===== config.mk =====
export PLATFORM = sky130hd
export DESIGN_NAME = twv_ctrl
export DESIGN_NICKNAME = d
export VERILOG_FILES = /design/src/hdl/twv_pkg.sv /design/src/hdl/twv_ctrl.sv
export SDC_FILE = /design/constraint.sdc
export NUM_CORES = 1
export LEC_CHECK = 0
export ABC_AREA = 1
export BUFFER_PORTS_ARGS = -buffer_cell sky130_fd_sc_hd__buf_4
export CORE_ASPECT_RATIO = 1.25
export CORE_MARGIN = 2
export CORE_UTILIZATION = 50
export CTS_CLUSTER_DIAMETER = 30
export DETAILED_ROUTE_END_ITERATION = 6
export PLACE_DENSITY = 0.7
export SLEW_MARGIN = 25
export SYNTH_ARGS = -nofsm -noshare
export SYNTH_HDL_FRONTEND = slang
export SYNTH_SLANG_ARGS = --single-unit

===== constraint.sdc =====
create_clock -name clock -period 3.67 [get_ports clock]
set_clock_uncertainty 0.15 [all_clocks]
set_input_delay 0.734 -clock clock [delete_from_list [all_inputs] [get_ports clock]]
set_output_delay 0.734 -clock clock [all_outputs]
set_load 0.03 [all_outputs]

===== src/hdl/twv_pkg.sv =====
// Shared types and constants for the trapped water volume block.
`timescale 1ns / 1ps
`default_nettype none

package twv_pkg;

   // Fixed field widths of the item channels
   localparam int HeightInW = 32;
   localparam int WaterW    = 42;

   // One bar of the profile
   typedef struct packed {
      logic [HeightInW-1:0] height;
      logic                 last_bar;
   } req_type;

   // One result of a finished profile
   typedef struct packed {
      logic [WaterW-1:0] total_water;
      logic              overflow;
   } rsp_type;

   // Controller states, one-hot
   typedef enum logic [4:0] {
      ST_LOAD  = 5'b00001,
      ST_BACK  = 5'b00010,
      ST_GAP   = 5'b00100,
      ST_FWD   = 5'b01000,
      ST_DRAIN = 5'b10000
   } state_type;

   // Commands from controller to datapath
   typedef struct packed {
      logic load_we;   // store the incoming bar
      logic drop;      // store full, bar dropped
      logic rd_en;     // issue a store read for a pass
      logic rd_fwd;    // read belongs to the forward pass
      logic capture;   // load the result register and clear the sums
   } cmd_type;

   // Status from datapath to controller
   typedef struct packed {
      logic pipe_busy; // reads or sums still in flight
      logic rsp_free;  // result register can take a new item
   } sts_type;

endpackage

`default_nettype wire


===== src/hdl/twv_ctrl.sv =====
// Controller: load, backward pass, forward pass and result hand-off sequencing.
`timescale 1ns / 1ps
`default_nettype none

module twv_ctrl #(
   parameter int MAX_BARS = 1024
) (
   input  wire logic                  clock,
   input  wire logic                  reset,
   input  wire logic                  req_valid,
   input  wire logic                  req_last_bar,
   output logic                       req_ready,
   output twv_pkg::cmd_type           cmd,
   input  wire twv_pkg::sts_type      sts,
   output logic [((MAX_BARS > 1) ? $clog2(MAX_BARS) : 1)-1:0] load_addr,
   output logic [((MAX_BARS > 1) ? $clog2(MAX_BARS) : 1)-1:0] rd_addr
);
   import twv_pkg::*;

   localparam int AW = (MAX_BARS > 1) ? $clog2(MAX_BARS) : 1;
   localparam int CW = $clog2(MAX_BARS + 1);

   state_type      state_ff, state_in;
   logic [CW-1:0]  count_ff, count_in;
   logic [AW-1:0]  idx_ff, idx_in;
   logic           accept;
   logic           room;
   logic [CW-1:0]  count_nx;
   logic [CW-1:0]  count_nx_m1;
   logic [CW-1:0]  count_m1;

   assign req_ready   = (state_ff == ST_LOAD);
   assign accept      = req_valid & req_ready;
   assign room        = (count_ff < CW'(MAX_BARS));
   assign count_nx    = count_ff + CW'(room);
   assign count_nx_m1 = count_nx - CW'(1);
   assign count_m1    = count_ff - CW'(1);
   assign load_addr   = count_ff[AW-1:0];
   assign rd_addr     = idx_ff;

   // Next state, counters and commands
   always_comb begin
      state_in = state_ff;
      count_in = count_ff;
      idx_in   = idx_ff;
      cmd      = '0;
      case (state_ff)
         ST_LOAD: begin
            if (accept) begin
               cmd.load_we = room;
               cmd.drop    = ~room;
               count_in    = count_nx;
               if (req_last_bar) begin
                  idx_in   = count_nx_m1[AW-1:0];
                  state_in = ST_BACK;
               end
            end
         end
         ST_BACK: begin
            // walk from the last bar down to the first
            cmd.rd_en = 1'b1;
            if (idx_ff == '0) begin
               state_in = ST_GAP;
            end else begin
               idx_in = idx_ff - AW'(1);
            end
         end
         ST_GAP: begin
            // let the final suffix write land before reading it back
            if (!sts.pipe_busy) begin
               idx_in   = '0;
               state_in = ST_FWD;
            end
         end
         ST_FWD: begin
            cmd.rd_en  = 1'b1;
            cmd.rd_fwd = 1'b1;
            if (idx_ff == count_m1[AW-1:0]) begin
               state_in = ST_DRAIN;
            end else begin
               idx_in = idx_ff + AW'(1);
            end
         end
         ST_DRAIN: begin
            // hand off once the sum is final and the result slot is free
            if (!sts.pipe_busy && sts.rsp_free) begin
               cmd.capture = 1'b1;
               count_in    = '0;
               state_in    = ST_LOAD;
            end
         end
         default: begin
            state_in = ST_LOAD;
         end
      endcase
   end

   always_ff @(posedge clock) begin
      if (reset) begin
         state_ff <= ST_LOAD;
         count_ff <= '0;
         idx_ff   <= '0;
      end else begin
         state_ff <= state_in;
         count_ff <= count_in;
         idx_ff   <= idx_in;
      end
   end

endmodule

`default_nettype wire


==> run_summary.xml <==
<?xml version="1.0" encoding="UTF-8"?>
<metrics>
  <group name="critical_path">
    <metric name="worstPathMaxFanout" unit="">9</metric>
    <metric name="crit_chain" unit="">nor2_1, nand4_1, nor2_2, inv_1, nor2_1, buf_4</metric>
    <metric name="critical_path_class" unit="">reg2out</metric>
    <metric name="cp.arrival" unit="ns">1.87</metric>
    <metric name="timing.critical_path.slowest_cell_delay" unit="ns">0.41</metric>
    <metric name="critical_path.top_delay_family" unit="">simple AND/OR/NAND/NOR gates</metric>
    <metric name="worstSetupEndpointType" unit="">primary output</metric>
    <metric name="critPathRequiredTime" unit="ns">2.79</metric>
    <metric name="cp_num_buf_inv" unit="">2</metric>
    <metric name="cpMostUsedCell" unit="">nor2_1</metric>
    <metric name="critical_path.startpoint_type" unit="">register</metric>
    <metric name="slowest_cp_cell" unit="">nor2_2</metric>
  </group>
  <group name="timing">
    <metric name="slew_violations" unit="">0</metric>
    <metric name="layout_setup_ws" unit="ns">0.9185</metric>
    <metric name="fin_crit_share" unit="">0.7497</metric>
    <metric name="tns" unit="ns">0</metric>
    <metric name="max_slew.worst_pin.slew" unit="ns">0.5314</metric>
    <metric name="timing.final.crit_period" unit="ns">2.752</metric>
    <metric name="timing_hold_violations_final" unit="">0</metric>
    <metric name="finalSetupViolCount" unit="">0</metric>
    <metric name="maxSlewHeadroom" unit="">0.6445</metric>
    <metric name="max_freq" unit="MHz">363.4</metric>
    <metric name="setup_repair_after_global_routing_missed_its_margin" unit="">false</metric>
  </group>
  <group name="clocking">
    <metric name="cts-root-buf" unit="">clkbuf_8</metric>
    <metric name="tritoncts_clock_tree" unit="">built</metric>
    <metric name="clkSinkCount" unit="">26</metric>
    <metric name="cts_setup_buffers" unit="">0</metric>
    <metric name="ctsLongestPathBuffers" unit="">2</metric>
    <metric name="clock_tree.htree_level_count" unit="">1</metric>
    <metric name="cts-hold-fix-buffers" unit="">0</metric>
    <metric name="cts.clk_slew.worst_paths" unit="ns">0.10</metric>
    <metric name="post_cts_resize_count" unit="">0</metric>
    <metric name="cts_buffers" unit="">3</metric>
    <metric name="clock_latency" unit="ns">0.29</metric>
  </group>
  <group name="detailed_routing">
    <metric name="via_per_inst" unit="">5.406</metric>
    <metric name="dr.pass1.iters" unit="">4</metric>
    <metric name="drt_wl_total" unit="um">7386</metric>
    <metric name="drt_drc" unit="">0</metric>
    <metric name="drt-initial-drc-count" unit="">186</metric>
    <metric name="wire_per_inst" unit="um">13.94</metric>
    <metric name="routed-via-count" unit="">2865</metric>
    <metric name="ant_nets" unit="">0</metric>
  </group>
  <group name="layout">
    <metric name="antenna_cells_inserted" unit="">0</metric>
    <metric name="layout.filler_cells" unit="">547</metric>
    <metric name="multi_input_comb_area" unit="sq um">1760</metric>
    <metric name="area_growth" unit="%">8.512</metric>
    <metric name="finalCoreUtilization" unit="">0.5674</metric>
    <metric name="drive_above_1_share" unit="">0.1047</metric>
    <metric name="register_area" unit="sq um">520.5</metric>
    <metric name="nNetsFinal" unit="">488</metric>
  </group>
  <group name="synth">
    <metric name="synth_edf_count" unit="">0</metric>
    <metric name="post-synth-top-area-cell" unit="">dfxtp_1</metric>
    <metric name="synth-async-reset-ratio" unit="">0</metric>
    <metric name="ys_seq_elements" unit="">26</metric>
    <metric name="syn_avg_cell_area" unit="sq um">5.892</metric>
    <metric name="syn_area" unit="sq um">2675</metric>
    <metric name="yosys-top-cells-area" unit="">dfxtp_1, nand2_1, nor2_1</metric>
    <metric name="yosys_warns" unit="">0</metric>
    <metric name="post_synth_inst_count" unit="">454</metric>
    <metric name="synth.top_cell.area_share" unit="">0.1946</metric>
    <metric name="synth.lib_cells_used.distinct" unit="">41</metric>
    <metric name="synth-seq-area-share" unit="">0.1946</metric>
    <metric name="mappedNetlistNets" unit="">473</metric>
    <metric name="synth_top_flop_cell" unit="">dfxtp_1</metric>
  </group>
  <group name="power_and_ir_drop">
    <metric name="power.ir.vdd_worst" unit="V">0.0005226</metric>
    <metric name="power.density" unit="nW/um^2">842.0</metric>
    <metric name="power.static_leakage" unit="uW">0.001485</metric>
  </group>
  <group name="floorplanning">
    <metric name="io-pin-count" unit="">32</metric>
    <metric name="floorplan.initialDensity" unit="">0.5229</metric>
    <metric name="die_width" unit="um">69.42</metric>
    <metric name="placementRows" unit="">29</metric>
    <metric name="design.die.area" unit="sq um">5955</metric>
    <metric name="die-height" unit="um">85.78</metric>
    <metric name="coreArea" unit="sq um">5116</metric>
  </group>
  <group name="place">
    <metric name="io_buffers" unit="">31</metric>
    <metric name="detailed_place_hpwl" unit="um">5842</metric>
    <metric name="pre_cts_ws" unit="ns">1.096</metric>
    <metric name="gpl.final_weighted_congestion" unit="">0.9131</metric>
  </group>
  <group name="grt">
    <metric name="antenna_found_initial" unit="">0</metric>
    <metric name="grt-ovfl-total" unit="">0</metric>
    <metric name="global_route_wire_length_before_repair" unit="um">12010</metric>
    <metric name="global_route.usage.total" unit="">0.2493</metric>
    <metric name="grt_pass1_vias" unit="">2710</metric>
    <metric name="grt_start_max_net_pins" unit="">18</metric>
  </group>
  <group name="flow_run">
    <metric name="max_cap_violations" unit="">0</metric>
  </group>
  <group name="worst_hold_path">
    <metric name="timing.hold.worst.class" unit="">reg2reg</metric>
  </group>
  <group name="run_status">
    <metric name="status" unit="">complete, no violations</metric>
  </group>
</metrics>
cells in the mapped netlist (all sizes together), types with 6 or more instances:
cell type and n:
nor2 82, o21ai 14, a21oi 20, xor2 6, nand2 126, nand3 38, dfxtp 26, inv 61
o21bai 6, nand4 12, nor3 6, ha 12, xnor2 9, buf 20
sequential cells by signal, summed over array words and instances, names as in the netlist:
register	count
count_ff	11
rd_addr	10
state_ff	5
final timing paths:
kind / end / slack, ns / from / cells past startpoint
max reg2reg: rd_addr[3]$_SDFFE_PP0P_ / 1.08 / state_ff[1]$_SDFFE_PP0P_ / 11
max: cmd[4] / 0.92 / state_ff[2]$_SDFFE_PP0P_ / 6
min reg2reg: count_ff[10]$_SDFFE_PP0P_ / 0.41 / count_ff[10]$_SDFFE_PP0P_ / 2
min: count_ff[10]$_SDFFE_PP0P_ / 0.41 / count_ff[10]$_SDFFE_PP0P_ / 2
layout make-up:
cell class	instances	area share
timing repair buffer	31	0.08017
clock inverter	1	0.01034
inverter	62	0.08276
multi-input combinational	345	0.6065
clock buffer	3	0.01422
tap	62	0.02672
sequential	26	0.1793
layer usage:
metal  GRT usage  up-vias  routed length [um]
met5           0        -                   0
met4      0.1444        0                 341
met3     0.02115       32                 264
met2      0.4379       82                3533
met1      0.2969     1288                3247
li1            -     1463                   -
kinds of logic after synthesis:
logic type / synth area share
simple gates: 0.4378
buf+inv: 0.1473
compound gates: 0.1076
flops: 0.1946
xor+xnor: 0.04911
fa+ha+maj: 0.06361
layout by cell type (no fill, tap or decap), types with 9 or more instances in the layout:
cell type / n
nand2_1: 124
nor2_1: 75
inv_1: 59
nand3_1: 38
buf_4: 31
dfxtp_1: 26
a21oi_1: 20
o21ai_0: 14
ha_1: 12
nand4_1: 11
xnor2_1: 9
report_power, final:
| group | internal (uW) | total (uW) | switching (uW) |
|---|---|---|---|
| clock network | 147 | 256 | 109 |
| logic | 613 | 1690 | 1080 |
| registers | 359 | 499 | 139 |
through the flow:
step | hold slack, ns | instance area [sq um] | std cells | total power [uW]
6_report | 0.4111 | 2903 | 530 | 2444
5_1_grt | 0.4522 | 2903 | 530 | 2669
4_1_cts | 0.4134 | 2903 | 530 | 2436
3_5_place_dp | 0.3930 | 2831 | 526 | 2177
3_3_place_gp | 0.3728 | 2831 | 526 | 2165
2_1_floorplan | 0.3399 | 2675 | 454 | 1787
tightest hold or removal path, delay by kind of cell, from the launching register on:
kind | cells | cell delay [ns]
AND/OR/NAND/NOR | 1 | 0.05
AO/OA/AOI/OAI | 1 | 0.13
flip-flops | 1 | 0.35
Power figures use the tool's default switching activity.
